$ cat config.mk
export PLATFORM = sky130hd
export DESIGN_NAME = preemptive_priority_scheduler_unit
export DESIGN_NICKNAME = d
export VERILOG_FILES = /design/src/rtl/psched_pkg.sv /design/src/rtl/preemptive_priority_scheduler_unit.sv /design/src/rtl/psched_ram.sv /design/src/rtl/psched_pick.sv
export VERILOG_INCLUDE_DIRS = /design/src /design/src/rtl
export SDC_FILE = /design/constraint.sdc
export NUM_CORES = 2
export LEC_CHECK = 0
export BUFFER_PORTS_ARGS = -buffer_cell sky130_fd_sc_hd__buf_4
export CORE_AREA = 3 3 416 418
export DETAILED_ROUTE_END_ITERATION = 8
export DIE_AREA = 0 0 419 421
export HOLD_SLACK_MARGIN = 0.03
export PLACE_DENSITY = 0.62
export SLEW_MARGIN = 40
export SYNTH_ARGS = -nofsm -noshare
export SYNTH_HDL_FRONTEND = slang
export SYNTH_SLANG_ARGS = --single-unit
$ cat constraint.sdc
create_clock -name clock -period 8.75 [get_ports clock]
set_clock_uncertainty 0.05 [all_clocks]
set_input_delay 0 -clock clock [delete_from_list [all_inputs] [get_ports clock]]
set_output_delay 0 -clock clock [all_outputs]
set_load 0.01 [all_outputs]
$ cat src/rtl/assert_macros.svh
// ----------------------------------------------------------------------------
// assertion macros
// concurrent assertion wrappers, empty when SYNTH is defined
// ----------------------------------------------------------------------------
`ifndef ASSERT_MACROS_SVH
`define ASSERT_MACROS_SVH

`ifndef SYNTH

// expression holds at every clock edge outside reset
`define ASSERT_ALWAYS(label, clk, rst, expr) \
   label: assert property (@(posedge clk) disable iff (rst) (expr)) \
      else $error("assertion failed");

// consequent holds in the same cycle as the antecedent
`define ASSERT_IMPLIES(label, clk, rst, ante, cons) \
   label: assert property (@(posedge clk) disable iff (rst) (ante) |-> (cons)) \
      else $error("assertion failed");

// consequent holds in the cycle after the antecedent
`define ASSERT_NEXT(label, clk, rst, ante, cons) \
   label: assert property (@(posedge clk) disable iff (rst) (ante) |=> (cons)) \
      else $error("assertion failed");

`else

`define ASSERT_ALWAYS(label, clk, rst, expr)
`define ASSERT_IMPLIES(label, clk, rst, ante, cons)
`define ASSERT_NEXT(label, clk, rst, ante, cons)

`endif

`endif

$ cat src/rtl/psched_pkg.sv
// ----------------------------------------------------------------------------
// psched_pkg
// shared types and constants of the preemptive priority scheduler
// ----------------------------------------------------------------------------
package psched_pkg;

   localparam int NUM_SLOTS = 16;
   localparam int SLOT_W    = (NUM_SLOTS > 1) ? $clog2(NUM_SLOTS) : 1;
   localparam int CNT_W     = SLOT_W + 1;

   localparam logic [19:0] MAX20 = 20'hFFFFF;
   localparam logic [23:0] MAX24 = 24'hFFFFFF;

   // item kinds
   localparam logic [1:0] KIND_LOAD    = 2'd0;
   localparam logic [1:0] KIND_TICK    = 2'd1;
   localparam logic [1:0] KIND_RESTART = 2'd2;

   typedef enum logic [2:0] {
      ST_IDLE,
      ST_APPLY,
      ST_SCAN,
      ST_SCAN_END,
      ST_FETCH,
      ST_UPDATE,
      ST_SETTLE,
      ST_REPLY
   } state_type;

   // static part of a slot, written by a load
   typedef struct packed {
      logic [7:0]  task_id;
      logic [7:0]  priority_level;
      logic [15:0] burst_time;
      logic [15:0] arrival_time;
   } task_entry_type;

   // dynamic part of a slot, written when the slot is served
   typedef struct packed {
      logic [19:0] start_time;
      logic [15:0] remaining;
   } prog_entry_type;

   // current winner of the selection scan
   typedef struct packed {
      logic              found;
      logic [SLOT_W-1:0] slot;
      logic [15:0]       arrival_time;
      logic [15:0]       burst_time;
      logic [7:0]        priority_level;
      logic [7:0]        task_id;
   } pick_best_type;

   typedef struct packed {
      logic [3:0]  pad;
      logic [7:0]  task_id;
      logic [7:0]  priority_level;
      logic [15:0] burst_time;
      logic [15:0] arrival_time;
      logic [3:0]  slot;
   } req_word_type;

   typedef struct packed {
      logic [4:0]  pad;
      logic [19:0] idle_ticks;
      logic [23:0] sum_waiting;
      logic [23:0] sum_turnaround;
      logic        all_done;
      logic [19:0] response;
      logic [19:0] waiting;
      logic [19:0] turnaround;
      logic [19:0] finish_time;
      logic        finished;
      logic [7:0]  run_id;
      logic [3:0]  run_slot;
      logic        busy_res;
   } rsp_word_type;

endpackage

$ cat src/rtl/preemptive_priority_scheduler_unit.sv
// ----------------------------------------------------------------------------
// preemptive_priority_scheduler_unit
// priority scheduler over a task table held in two synchronous rams
// ----------------------------------------------------------------------------
//  channel  | direction | contents
//  req_     | in        | load slot, time tick or restart run
//  rsp_     | out       | one result word per request word
//  csr_     | in/out    | task_count register at byte address 0
//
// load, restart, other words and ticks once all are done go through apply and reply.
// other ticks scan the counted slots, one task ram entry per cycle, then go through
// scan end, fetch, update, settle and reply; with no ready slot, fetch goes to reply.
// synchronous reset clears control, counters and flags; the rams are not cleared.
// a new word is accepted while the previous result waits in the output register;
// the reply step holds until that register is free.
// ----------------------------------------------------------------------------
`include "assert_macros.svh"

module preemptive_priority_scheduler_unit import psched_pkg::*; (
   input  logic         clock,
   input  logic         reset,
   // request stream
   input  logic         req_tvalid,
   output logic         req_tready,
   // tdata: slot, arrival_time, burst_time, priority_level, task_id
   input  logic [55:0]  req_tdata,
   // tuser: kind
   input  logic [1:0]   req_tuser,
   // result stream
   output logic         rsp_tvalid,
   input  logic         rsp_tready,
   // tdata: busy_res, run_slot, run_id, finished, finish_time, turnaround,
   //        waiting, response, all_done, sum_turnaround, sum_waiting, idle_ticks
   output logic [167:0] rsp_tdata,
   // configuration port
   input  logic         csr_psel,
   input  logic         csr_penable,
   input  logic         csr_pwrite,
   input  logic [2:0]   csr_paddr,
   input  logic [31:0]  csr_pwdata,
   output logic [31:0]  csr_prdata,
   output logic         csr_pready
);

   state_type state_ff, state_in;

   req_word_type req_word;
   logic [1:0]   kind_ff;
   req_word_type item_ff;

   logic [4:0]          task_count_ff;
   logic [CNT_W-1:0]    eff_count;
   logic [NUM_SLOTS-1:0] count_mask;
   logic                all_done;

   logic [NUM_SLOTS-1:0] done_ff;
   logic [NUM_SLOTS-1:0] fresh_ff;   // remaining still equals burst

   logic [19:0] now_tick_ff;
   logic [19:0] tick_now_ff;
   logic [19:0] idle_count_ff;
   logic [23:0] total_turn_ff;
   logic [23:0] total_wait_ff;

   logic [SLOT_W-1:0] scan_idx_ff;
   logic              eval_valid_ff;
   logic [SLOT_W-1:0] eval_slot_ff;
   logic              scan_last;

   pick_best_type  best;
   task_entry_type task_rd;
   task_entry_type task_wr;
   prog_entry_type prog_rd;
   prog_entry_type prog_wr;

   logic [SLOT_W-1:0] load_slot;
   logic              load_ok;
   logic              task_wr_en;
   logic              task_rd_en;
   logic              prog_rd_en;
   logic              prog_wr_en;
   logic              reply_try;

   // per-task results of the current word
   logic        res_busy_ff;
   logic        res_fin_ff;
   logic [19:0] res_finish_ff;
   logic [19:0] res_turn_ff;
   logic [19:0] res_wait_ff;
   logic [19:0] res_resp_ff;

   logic [15:0] rem_cur;
   logic [19:0] start_cur;
   logic        finishing;
   logic [19:0] turn_cur;
   logic [19:0] resp_cur;
   logic [19:0] wait_cur;
   logic [24:0] turn_sum;
   logic [24:0] wait_sum;
   logic [23:0] tw_next;

   rsp_word_type rsp_ff, rsp_in;
   logic         rsp_valid_ff;
   logic         out_free;
   logic         req_accept;
   logic         csr_write;

   // ---------------------------------------------------------------- config
   assign csr_pready = 1'b1;
   assign csr_write  = csr_psel && csr_penable && csr_pwrite && csr_pready;
   assign csr_prdata = csr_paddr[2] ? 32'd0 : {27'd0, task_count_ff};

   always_ff @(posedge clock) begin
      if (reset) begin
         task_count_ff <= 5'd1;
      end else if (csr_write && !csr_paddr[2]) begin
         task_count_ff <= csr_pwdata[4:0];
      end
   end

   always_comb begin
      if (32'(task_count_ff) > 32'(NUM_SLOTS)) begin
         eff_count = CNT_W'(NUM_SLOTS);
      end else begin
         eff_count = CNT_W'(task_count_ff);
      end
      for (int i = 0; i < NUM_SLOTS; i++) begin
         count_mask[i] = (CNT_W'(i) < eff_count);
      end
      all_done = &(done_ff | ~count_mask);
   end

   // ---------------------------------------------------------------- request
   assign req_word   = req_word_type'(req_tdata);
   assign req_tready = (state_ff == ST_IDLE);
   assign req_accept = req_tvalid && req_tready;

   always_ff @(posedge clock) begin
      if (req_accept) begin
         kind_ff <= req_tuser;
         item_ff <= req_word;
      end
   end

   assign load_slot = SLOT_W'(item_ff.slot);
   assign load_ok   = (kind_ff == KIND_LOAD) && (32'(item_ff.slot) < 32'(NUM_SLOTS));

   // ---------------------------------------------------------------- fsm
   assign scan_last = ({1'b0, scan_idx_ff} + CNT_W'(1)) == eff_count;
   assign out_free  = !rsp_valid_ff || rsp_tready;

   always_comb begin
      state_in = state_ff;
      unique case (state_ff)
         ST_IDLE: begin
            if (req_accept) begin
               if ((req_tuser == KIND_TICK) && !all_done) begin
                  state_in = ST_SCAN;
               end else begin
                  state_in = ST_APPLY;
               end
            end
         end
         ST_APPLY:    state_in = ST_REPLY;
         ST_SCAN: begin
            if (scan_last) begin
               state_in = ST_SCAN_END;
            end
         end
         ST_SCAN_END: state_in = ST_FETCH;
         ST_FETCH:    state_in = best.found ? ST_UPDATE : ST_REPLY;
         ST_UPDATE:   state_in = ST_SETTLE;
         ST_SETTLE:   state_in = ST_REPLY;
         ST_REPLY: begin
            if (out_free) begin
               state_in = ST_IDLE;
            end
         end
         default:     state_in = ST_IDLE;
      endcase
   end

   always_comb begin
      task_wr_en = 1'b0;
      task_rd_en = 1'b0;
      prog_rd_en = 1'b0;
      prog_wr_en = 1'b0;
      reply_try  = 1'b0;
      unique case (state_ff)
         ST_APPLY:  task_wr_en = load_ok;
         ST_SCAN:   task_rd_en = 1'b1;
         ST_FETCH:  prog_rd_en = 1'b1;
         ST_UPDATE: prog_wr_en = 1'b1;
         ST_REPLY:  reply_try  = 1'b1;
         default: begin
         end
      endcase
   end

   always_ff @(posedge clock) begin
      if (reset) begin
         state_ff <= ST_IDLE;
      end else begin
         state_ff <= state_in;
      end
   end

   // ---------------------------------------------------------------- scan
   always_ff @(posedge clock) begin
      if (reset) begin
         eval_valid_ff <= 1'b0;
      end else begin
         eval_valid_ff <= task_rd_en;
      end
   end

   always_ff @(posedge clock) begin
      eval_slot_ff <= scan_idx_ff;
      if (req_accept) begin
         scan_idx_ff <= '0;
      end else if (task_rd_en) begin
         scan_idx_ff <= scan_idx_ff + SLOT_W'(1);
      end
   end

   always_comb begin
      task_wr.task_id        = item_ff.task_id;
      task_wr.priority_level = item_ff.priority_level;
      task_wr.burst_time     = (item_ff.burst_time == 16'd0) ? 16'd1 : item_ff.burst_time;
      task_wr.arrival_time   = item_ff.arrival_time;
   end

   psched_ram #(
      .WIDTH ($bits(task_entry_type)),
      .DEPTH (NUM_SLOTS)
   ) u_task_ram (
      .clock   (clock),
      .wr_en   (task_wr_en),
      .wr_addr (load_slot),
      .wr_data (task_wr),
      .rd_en   (task_rd_en),
      .rd_addr (scan_idx_ff),
      .rd_data (task_rd)
   );

   psched_pick u_pick (
      .clock      (clock),
      .reset      (reset),
      .clear      (req_accept),
      .eval_valid (eval_valid_ff),
      .eval_slot  (eval_slot_ff),
      .eval_entry (task_rd),
      .eval_done  (done_ff[eval_slot_ff]),
      .now_tick   (now_tick_ff),
      .best       (best)
   );

   // ---------------------------------------------------------------- serve
   // a fresh slot has not been served since load or restart
   always_comb begin
      rem_cur   = fresh_ff[best.slot] ? best.burst_time : prog_rd.remaining;
      start_cur = fresh_ff[best.slot] ? tick_now_ff : prog_rd.start_time;
      finishing = (rem_cur <= 16'd1);
      prog_wr.remaining  = finishing ? 16'd0 : (rem_cur - 16'd1);
      prog_wr.start_time = start_cur;
      // now_tick already holds the finish tick here
      turn_cur = (now_tick_ff >= {4'd0, best.arrival_time})
         ? (now_tick_ff - {4'd0, best.arrival_time}) : 20'd0;
      resp_cur = (start_cur >= {4'd0, best.arrival_time})
         ? (start_cur - {4'd0, best.arrival_time}) : 20'd0;
      wait_cur = (res_turn_ff >= {4'd0, best.burst_time})
         ? (res_turn_ff - {4'd0, best.burst_time}) : 20'd0;
      turn_sum = {1'b0, total_turn_ff} + {5'd0, res_turn_ff};
      wait_sum = {1'b0, total_wait_ff} + {5'd0, res_wait_ff};
      if (!res_fin_ff) begin
         tw_next = total_wait_ff;
      end else if (wait_sum > {1'b0, MAX24}) begin
         tw_next = MAX24;
      end else begin
         tw_next = wait_sum[23:0];
      end
   end

   psched_ram #(
      .WIDTH ($bits(prog_entry_type)),
      .DEPTH (NUM_SLOTS)
   ) u_prog_ram (
      .clock   (clock),
      .wr_en   (prog_wr_en),
      .wr_addr (best.slot),
      .wr_data (prog_wr),
      .rd_en   (prog_rd_en),
      .rd_addr (best.slot),
      .rd_data (prog_rd)
   );

   always_ff @(posedge clock) begin
      if (reset) begin
         done_ff  <= '0;
         fresh_ff <= '0;
      end else begin
         if (state_ff == ST_APPLY) begin
            if (load_ok) begin
               done_ff[load_slot]  <= 1'b0;
               fresh_ff[load_slot] <= 1'b1;
            end else if (kind_ff == KIND_RESTART) begin
               done_ff  <= '0;
               fresh_ff <= '1;
            end
         end else if (state_ff == ST_UPDATE) begin
            fresh_ff[best.slot] <= 1'b0;
            if (finishing) begin
               done_ff[best.slot] <= 1'b1;
            end
         end
      end
   end

   always_ff @(posedge clock) begin
      if (reset) begin
         now_tick_ff   <= '0;
         idle_count_ff <= '0;
         total_turn_ff <= '0;
         total_wait_ff <= '0;
      end else begin
         unique case (state_ff)
            ST_APPLY: begin
               if (kind_ff == KIND_RESTART) begin
                  now_tick_ff   <= '0;
                  idle_count_ff <= '0;
                  total_turn_ff <= '0;
                  total_wait_ff <= '0;
               end
            end
            ST_FETCH: begin
               if (now_tick_ff != MAX20) begin
                  now_tick_ff <= now_tick_ff + 20'd1;
               end
               if (!best.found && (idle_count_ff != MAX20)) begin
                  idle_count_ff <= idle_count_ff + 20'd1;
               end
            end
            ST_SETTLE: begin
               if (res_fin_ff) begin
                  total_turn_ff <= (turn_sum > {1'b0, MAX24}) ? MAX24 : turn_sum[23:0];
               end
            end
            ST_REPLY: begin
               if (out_free) begin
                  total_wait_ff <= tw_next;
               end
            end
            default: begin
            end
         endcase
      end
   end

   always_ff @(posedge clock) begin
      if (reset) begin
         res_busy_ff <= 1'b0;
         res_fin_ff  <= 1'b0;
      end else if (req_accept) begin
         res_busy_ff <= 1'b0;
         res_fin_ff  <= 1'b0;
      end else if (state_ff == ST_UPDATE) begin
         res_busy_ff <= 1'b1;
         res_fin_ff  <= finishing;
      end
   end

   always_ff @(posedge clock) begin
      if (req_accept) begin
         res_finish_ff <= '0;
         res_turn_ff   <= '0;
         res_wait_ff   <= '0;
         res_resp_ff   <= '0;
      end else if (state_ff == ST_FETCH) begin
         tick_now_ff <= now_tick_ff;
      end else if ((state_ff == ST_UPDATE) && finishing) begin
         res_finish_ff <= now_tick_ff;
         res_turn_ff   <= turn_cur;
         res_resp_ff   <= resp_cur;
      end else if ((state_ff == ST_SETTLE) && res_fin_ff) begin
         res_wait_ff <= wait_cur;
      end
   end

   // ---------------------------------------------------------------- result
   always_comb begin
      rsp_in                = '0;
      rsp_in.busy_res       = res_busy_ff;
      rsp_in.run_slot       = res_busy_ff ? 4'(best.slot) : 4'd0;
      rsp_in.run_id         = res_busy_ff ? best.task_id : 8'd0;
      rsp_in.finished       = res_fin_ff;
      rsp_in.finish_time    = res_finish_ff;
      rsp_in.turnaround     = res_turn_ff;
      rsp_in.waiting        = res_wait_ff;
      rsp_in.response       = res_resp_ff;
      rsp_in.all_done       = all_done;
      rsp_in.sum_turnaround = total_turn_ff;
      rsp_in.sum_waiting    = tw_next;
      rsp_in.idle_ticks     = idle_count_ff;
   end

   always_ff @(posedge clock) begin
      if (reset) begin
         rsp_valid_ff <= 1'b0;
      end else if (reply_try && out_free) begin
         rsp_valid_ff <= 1'b1;
      end else if (rsp_tready) begin
         rsp_valid_ff <= 1'b0;
      end
   end

   always_ff @(posedge clock) begin
      if (reply_try && out_free) begin
         rsp_ff <= rsp_in;
      end
   end

   assign rsp_tvalid = rsp_valid_ff;
   assign rsp_tdata  = rsp_ff;

   // ---------------------------------------------------------------- checks
   `ASSERT_IMPLIES(a_scan_in_range, clock, reset, state_ff == ST_SCAN, CNT_W'(scan_idx_ff) < eff_count)
   `ASSERT_NEXT(a_done_set_on_update, clock, reset, state_ff != ST_UPDATE, $countones(done_ff) <= $past($countones(done_ff)))
   `ASSERT_NEXT(a_time_moves_on_tick, clock, reset, state_ff != ST_FETCH && state_ff != ST_APPLY, $stable(now_tick_ff))
   `ASSERT_ALWAYS(a_finish_is_busy, clock, reset, !res_fin_ff || res_busy_ff)

endmodule

$ cat src/rtl/psched_ram.sv
// ----------------------------------------------------------------------------
// psched_ram
// simple dual-port synchronous ram, one write and one registered read port
// ----------------------------------------------------------------------------
module psched_ram #(
   parameter int WIDTH = 8,
   parameter int DEPTH = 16
) (
   input  logic                                  clock,
   input  logic                                  wr_en,
   input  logic [((DEPTH > 1) ? $clog2(DEPTH) : 1)-1:0] wr_addr,
   input  logic [WIDTH-1:0]                      wr_data,
   input  logic                                  rd_en,
   input  logic [((DEPTH > 1) ? $clog2(DEPTH) : 1)-1:0] rd_addr,
   output logic [WIDTH-1:0]                      rd_data
);

   logic [WIDTH-1:0] mem_ff [DEPTH];
   logic [WIDTH-1:0] rd_data_ff;

   always_ff @(posedge clock) begin
      if (wr_en) begin
         mem_ff[wr_addr] <= wr_data;
      end
   end

   always_ff @(posedge clock) begin
      if (rd_en) begin
         rd_data_ff <= mem_ff[rd_addr];
      end
   end

   assign rd_data = rd_data_ff;

endmodule

$ cat src/rtl/psched_pick.sv
// ----------------------------------------------------------------------------
// psched_pick
// running best-candidate compare for the slot scan, one slot per cycle
// ----------------------------------------------------------------------------
module psched_pick import psched_pkg::*; (
   input  logic              clock,
   input  logic              reset,
   input  logic              clear,
   input  logic              eval_valid,
   input  logic [SLOT_W-1:0] eval_slot,
   input  task_entry_type    eval_entry,
   input  logic              eval_done,
   input  logic [19:0]       now_tick,
   output pick_best_type     best
);

   pick_best_type best_ff;
   pick_best_type best_in;
   logic          ready;
   logic          better;

   always_comb begin
      ready  = !eval_done && ({4'b0, eval_entry.arrival_time} <= now_tick);
      better = !best_ff.found
         || (eval_entry.priority_level < best_ff.priority_level)
         || ((eval_entry.priority_level == best_ff.priority_level)
             && (eval_entry.arrival_time < best_ff.arrival_time));
      best_in = best_ff;
      if (clear) begin
         best_in.found = 1'b0;
      end else if (eval_valid && ready && better) begin
         best_in.found          = 1'b1;
         best_in.slot           = eval_slot;
         best_in.arrival_time   = eval_entry.arrival_time;
         best_in.burst_time     = eval_entry.burst_time;
         best_in.priority_level = eval_entry.priority_level;
         best_in.task_id        = eval_entry.task_id;
      end
   end

   always_ff @(posedge clock) begin
      if (reset) begin
         best_ff <= '0;
      end else begin
         best_ff <= best_in;
      end
   end

   assign best = best_ff;

endmodule
# [After elaboration in Yosys (flattened, before gate mapping)]
# Memory sizes are Yosys's and may differ from the RTL's. A register that Yosys moved wholly into a read port is not among the register bits.
# Cells that the tools add are included.
[classes] add_sub_neg=10 n_lt_le_gt_ge=31 n_eq_ne=21 muxes=56 n_bitwise=11 n_reduce_logical=46
[ops] op="16-bit two-way mux" count=12
[ops] op="24-bit two-way mux" count=6
[ops] op="20-bit two-way mux" count=7
[ops] op="24-bit case mux with 2 select lines" count=2
[ops] op="20-bit case mux with 2 select lines" count=2
[ops] op="20-bit by 16-bit greater-or-equal comparator with 1-bit output" count=3
[ops] op="20-bit by 16-bit subtractor with 20-bit output" count=3
[ops] op="24-bit by 20-bit adder with 25-bit output" count=2
[ops] op="25-bit by 24-bit greater-than comparator with 1-bit output (second input constant)" count=2
[ops] op="16-bit inverter" count=3
[ops] op="16-bit OR" count=3
[ops] op="20-bit by 1-bit adder with 20-bit output (second input constant)" count=2
[ops] op="4-bit by 5-bit < comparator with 1-bit output (first input constant)" count=8
[ops] op="20-bit inequality test (second input constant)" count=2
[ops] op="16-bit bitwise AND" count=2
[ops] op="3-bit case mux with 7 select lines" count=1
[ops] op="3-bit AND reduction" count=7
[ops] op="16-bit by 20-bit less-or-equal comparator with 1-bit output" count=1
[ops] op="3-bit by 5-bit < comparator with 1-bit output (first input constant)" count=4
[ops] op="16-bit by 1-bit less-or-equal comparator with 1-bit output (second input constant)" count=1
[ops] op="16-bit logical NOT" count=1
[ops] op="16-bit < comparator" count=1
[ops] op="16-bit AND reduction" count=1
[ops] op="16-bit by 1-bit subtractor with 16-bit output (second input constant)" count=1
[ops] op="other kinds (33)" count=98
[totals] register_bits=510 mem_bits_rw=1344 input_bits=100 output_inout_bits=203 memories=2
[memory_table] name="u_task_ram.mem_ff" depth=16 word_bits=48 read_ports=1 rd_ports_with_merged_regs=1 wr=1 line="psched_ram.sv:18" text="logic [WIDTH-1:0] mem_ff [DEPTH];"
[memory_table] name="u_prog_ram.mem_ff" depth=16 word_bits=36 read_ports=1 rd_ports_with_merged_regs=1 wr=1 line="psched_ram.sv:18"

# [Depth between registers and ports, before layout]
[logic_depth] ltp_word=11 mapped_depth=19 ltp_nobuf=15

# [Modules after synthesis]
# A second synthesis with hierarchy kept.
[unflattened] cells_unflattened=4686 hier_area_um2=78381.4
[by_module_without_submodules] mod="psched_ram at u_task_ram" instances=1 cells_per_inst=1242 area_each_um2=30171.4 seq_area_each_um2=24503.5
[by_module_without_submodules] mod="psched_ram at u_prog_ram" instances=1 cells_per_inst=938 area_each_um2=22679.3 seq_area_each_um2=18377.6
[by_module_without_submodules] mod="preemptive_priority_scheduler_unit" instances=1 cells_per_inst=2137 area_each_um2=22105.0 seq_area_each_um2=11521.0
[by_module_without_submodules] mod="psched_pick" instances=1 cells_per_inst=369 area_each_um2=3425.8 seq_area_each_um2=1061.0

# [Worst setup path before layout]
# Ideal clock, no wire load.
[synth_timing] path_kind="reg2reg" start="register state_ff[0]" end="register total_wait_ff[18]" setup_ns=0.133 t_arrival_ns=5.622 required_ns=8.567 slack_ns=2.945 path_stages_with_launch=9 n_path_buf=2 period_less_slack_ns=5.805 path_cell_list="dfxtp_1 clkbuf_1 nand3_1 nand2b_1 clkinv_1 and2_0 clkbuf_1 o21ai_0 a21oi_1"
[synth_between] elab_chain_len=3
[synth_lines] item="start, declared" line="preemptive_priority_scheduler_unit.sv:45" text="state_type state_ff, state_in;"
[synth_lines] item="start signal, assigned" line="preemptive_priority_scheduler_unit.sv:204" text="state_ff <= state_in;"
[synth_lines] item="3-bit by 1-bit equality test with 1-bit output / 3-bit equality test (equally long branches)" line="preemptive_priority_scheduler_unit.sv:326" text="unique case (state_ff)"
[synth_lines] item="2-bit by 1-bit inequality test with 1-bit output (no source line) (tied with other cells)"
[synth_lines] item="3-bit AND reduction (no source line)"
[synth_lines] item="end signal, assigned" line="preemptive_priority_scheduler_unit.sv:350" text="total_wait_ff <= tw_next;"
[synth_lines] item="end, declared" line="preemptive_priority_scheduler_unit.sv:63" text="logic [23:0] total_wait_ff;"
# Parallel ways exist; a longest one is shown, timed or not.
# A chain may end at the register's enable or synchronous reset.

==> summary.md <==
| Metric | Value |
|---|---|
| Vias per cell | `5.75` |
| Final setup fails | `0` |
| Largest cells by area after synthesis | `edfxtp_1 64%, mux4_2 12%, dfxtp_1 7.0%` |
| Synth cell types | `81` |
| Worst slew margin | `41.6%` |
| Final hold vios | `0` |
| Maxcap violations | `0` |
| Max stage delay on crit path | `0.81 ns` |
| # rows | `151` |
| Crit path max fanout | `45` |
| Crit. End Element | `flip-flop` |
| DR WL/cell | `25.9 um` |
| Setup repair bufs after CTS | `0` |
| Total grt overflow | `0` |
| Final non-filler cell area | `0.0904 mm^2` |
| Min-delay worst type | `input pin to flip-flop` |
| Main flop type after synthesis | `edfxtp_1` |
| Finished Layout Cells | `7,343` |
| Multi-input gate area | `0.0216 mm^2` |
| Ys async rst share | `0%` |
| Setup WS pre-CTS | `3.06 ns` |
| Synthesized area per cell | `17.2 um^2` |
| Total GRT Usage | `21.6%` |
| Static leakage power | `29.3 nW` |
| Core Region | `0.169 mm^2` |
| Initial Utilization | `46.1%` |
| Slew @ Worst Pin | `0.876 ns` |
| Area leader, netlist | `edfxtp_1` |
| P&R area growth vs syn | `15.8%` |
| Sequential element share of the synthesized area | `71.0%` |
| Initial antenna violation count | `2` |
| DRT Pass-1 Iters | `6` |
| Slew Limit Fails | `0` |
| Clock-pin slew on the worst setup and hold paths | `0.06 ns` |
| CP Data Required Time | `9.41 ns` |
| Dpl cell area | `0.0827 mm^2` |
| Register area | `0.0555 mm^2` |
| Routed WL | `190,000 um` |
| Post-cts sizing count | `0` |
| Initial DRC Count | `4,376` |
| Power per cell area | `249 mW/mm^2` |
| Via count | `42,200` |
| Routability Congestion | `0.870` |
| Synth top area share | `64.0%` |
| Drt drc | `0` |
| Peak VDD IR | `0.213 mV` |
| Top Ports | `303` |
| Crit path launch type | `flip-flop` |
| Die Footprint | `0.176 mm^2` |
| DIE HEIGHT | `421 um` |
| Post-route ant nets | `0` |
| Vias in the first global route | `42,500` |
| Post-Synthesis Cells | `4,533` |
| Synth warn | `0` |
| Status | `finished clean` |
| Post-route minimum period | `5.67 ns` |
| Die Wd | `419 um` |
| CTS tree | `done` |
| Crit path cell chain | `mux4_2 > mux4_2 > buf_4 > nand2_1 > nand2_1 > ha_1 > or4_1 > nor3_1 > o32ai_1 > o211ai_1 > o21ai_0 > xnor2_1 > a22o_1` |
| Final worst slack | `3.08 ns` |
| CP top delay family | `multiplexers` |
| CTS HTree Levels | `4` |
| Yosys reg bits | `1,938` |
| Final core occ | `53.3%` |
| Slowest CP cell | `dfxtp_4` |
| PortBufs | `236` |
| Critical path arrival | `6.33 ns` |
| CTS sink count | `1,938` |
| Mapped cell area | `0.0781 mm^2` |
| Cts-stage hold buffer count | `135` |
| Total CTS buffers | `194` |
| Critical setup path kind | `flip-flop to flip-flop` |
| Count leader, synth | `edfxtp_1` |
| Setup TNS | `0 ns` |
| Layout Nets | `5,196` |
| CP bufs+invs | `1` |
| Synth cell count leaders | `1,665 x edfxtp_1, 430 x mux4_2, 308 x nand2_1` |
| Fmax | `176 MHz` |
| First-pass GRT wire length | `283,000 um` |
| Final cycle utilization of the critical path | `64.8%` |
| Layout cells sized above 1 | `21.8%` |
| Clock Tree Buf Depth | `3` |
| Largest net degree at the start of global routing | `97` |
| Post-DP HPWL | `110,000 um` |
| Fill cell count | `13,300` |
| Clk root buf | `clkbuf_16` |
| DP Cell Count | `6,844` |
| Unrepaired setup endpoints after global routing | `no` |
| Clk Latency, worst-skew pair | `0.83 ns` |
| Post-synth EDFFs | `1,665` |
==> where the power goes <==
group | total [mW] | switching, mW | internal [mW] | leakage, nW
Sequential | 11.2 | 0.439 | 10.8 | 17.2
Combinational | 3.14 | 1.76 | 1.37 | 9.05
Clock | 8.11 | 3.48 | 4.62 | 3.05
Total | 22.5 | 5.69 | 16.8 | 29.3
==> sequential cells by signal, indices dropped and copies added, names as in the netlist, 36 cells and up <==
signal,flops
u_prog_ram.mem_ff,576
u_pick.best,53
u_prog_ram.rd_data,36
u_task_ram.mem_ff,768
u_task_ram.rd_data,48
rsp_tdata,163
item_ff,48
==> routing by layer <==
layer	vias up	GRT usage, %	wire, um
li1	18700	-	-
met1	21900	30.1	80500
met2	1325	35.9	94800
met3	252	3.09	10400
met4	0	5.80	4610
met5	-	0	0
==> cell type report <==
type	count	share of cell area (%)
Antenna cell	1	0.00277
Clock inverter	97	1.02
Clock buffer	264	5.91
Sequential cell	1938	61.4
Tap cell	2218	3.07
Multi-Input combinational cell	2268	23.8
Timing Repair Buffer	451	4.30
Inverter	106	0.460
==> per-stage QoR <==
| step | total power, mW | hold WS (ns) |
|---|---|---|
| global placement | 14.5 | 0.128 |
| floorplan | 13.5 | -0.00708 |
| finish | 22.5 | 0.171 |
| CTS | 22.7 | 0.0925 |
| detailed placement | 14.6 | 0.129 |
| global route | 23.3 | 0.204 |
==> layout by cell type (no fill, tap or decap), types with 20 or more instances in the layout <==
cell           instances
edfxtp_1            1665
mux4_2               430
nand2_1              307
buf_4                285
dfxtp_1              265
nor2_1               252
clkbuf_16            197
a21oi_1              164
dlygate4sd3_1        135
ha_1                 132
xnor2_1              103
inv_1                101
nor3_1                82
o21ai_0               77
mux2i_1               69
nand3_1               51
clkbuf_1              50
a211oi_1              49
xor2_1                36
conb_1                33
a22oi_1               32
a21o_1                32
a31oi_1               32
clkinv_2              31
clkinv_1              31
nor2_4                29
buf_6                 26
nor4_1                24
nand4_1               23
nand2b_1              22
nor2b_1               22
or3_1                 20
==> kinds of logic (layout without fill, tap and decap cells) <==
group / count (synthesis) / in the layout / share of synthesized area (%)
flip-flops: 1938 / 1938 / 71.0
other: 2 / 34 / 0.00962
adder cells (fa/ha/maj): 138 / 138 / 2.26
buffers and inverters: 358 / 918 / 1.91
XOR/XNOR: 139 / 139 / 1.56
AND/OR/NAND/NOR: 931 / 931 / 5.45
AO/OA/AOI/OAI: 520 / 520 / 4.36
multiplexers: 507 / 507 / 13.4
==> worst reg2reg max path: stages (launching register included) <==
cell and delay, ns:
dfxtp_4 0.81, mux4_2 0.64, mux4_2 0.78, buf_4 0.34, nand2_1 0.10, nand2_1 0.40
ha_1 0.40, or4_1 0.57, nor3_1 0.32, o32ai_1 0.15, o211ai_1 0.43, o21ai_0 0.18
xnor2_1 0.15, a22o_1 0.21
==> worst paths after layout <==
kind	start	to	slack (ns)	cells after the start
setup / recovery	u_pick.best[49]	res_resp_ff[17]	3.08	13
hold / removal	reset	total_wait_ff[14]	0.17	5
setup reg to reg	u_pick.best[49]	res_resp_ff[17]	3.08	13
hold reg to reg	res_finish_ff[2]	rsp_tdata[16]	0.38	0
Power figures use the tool's default switching activity.
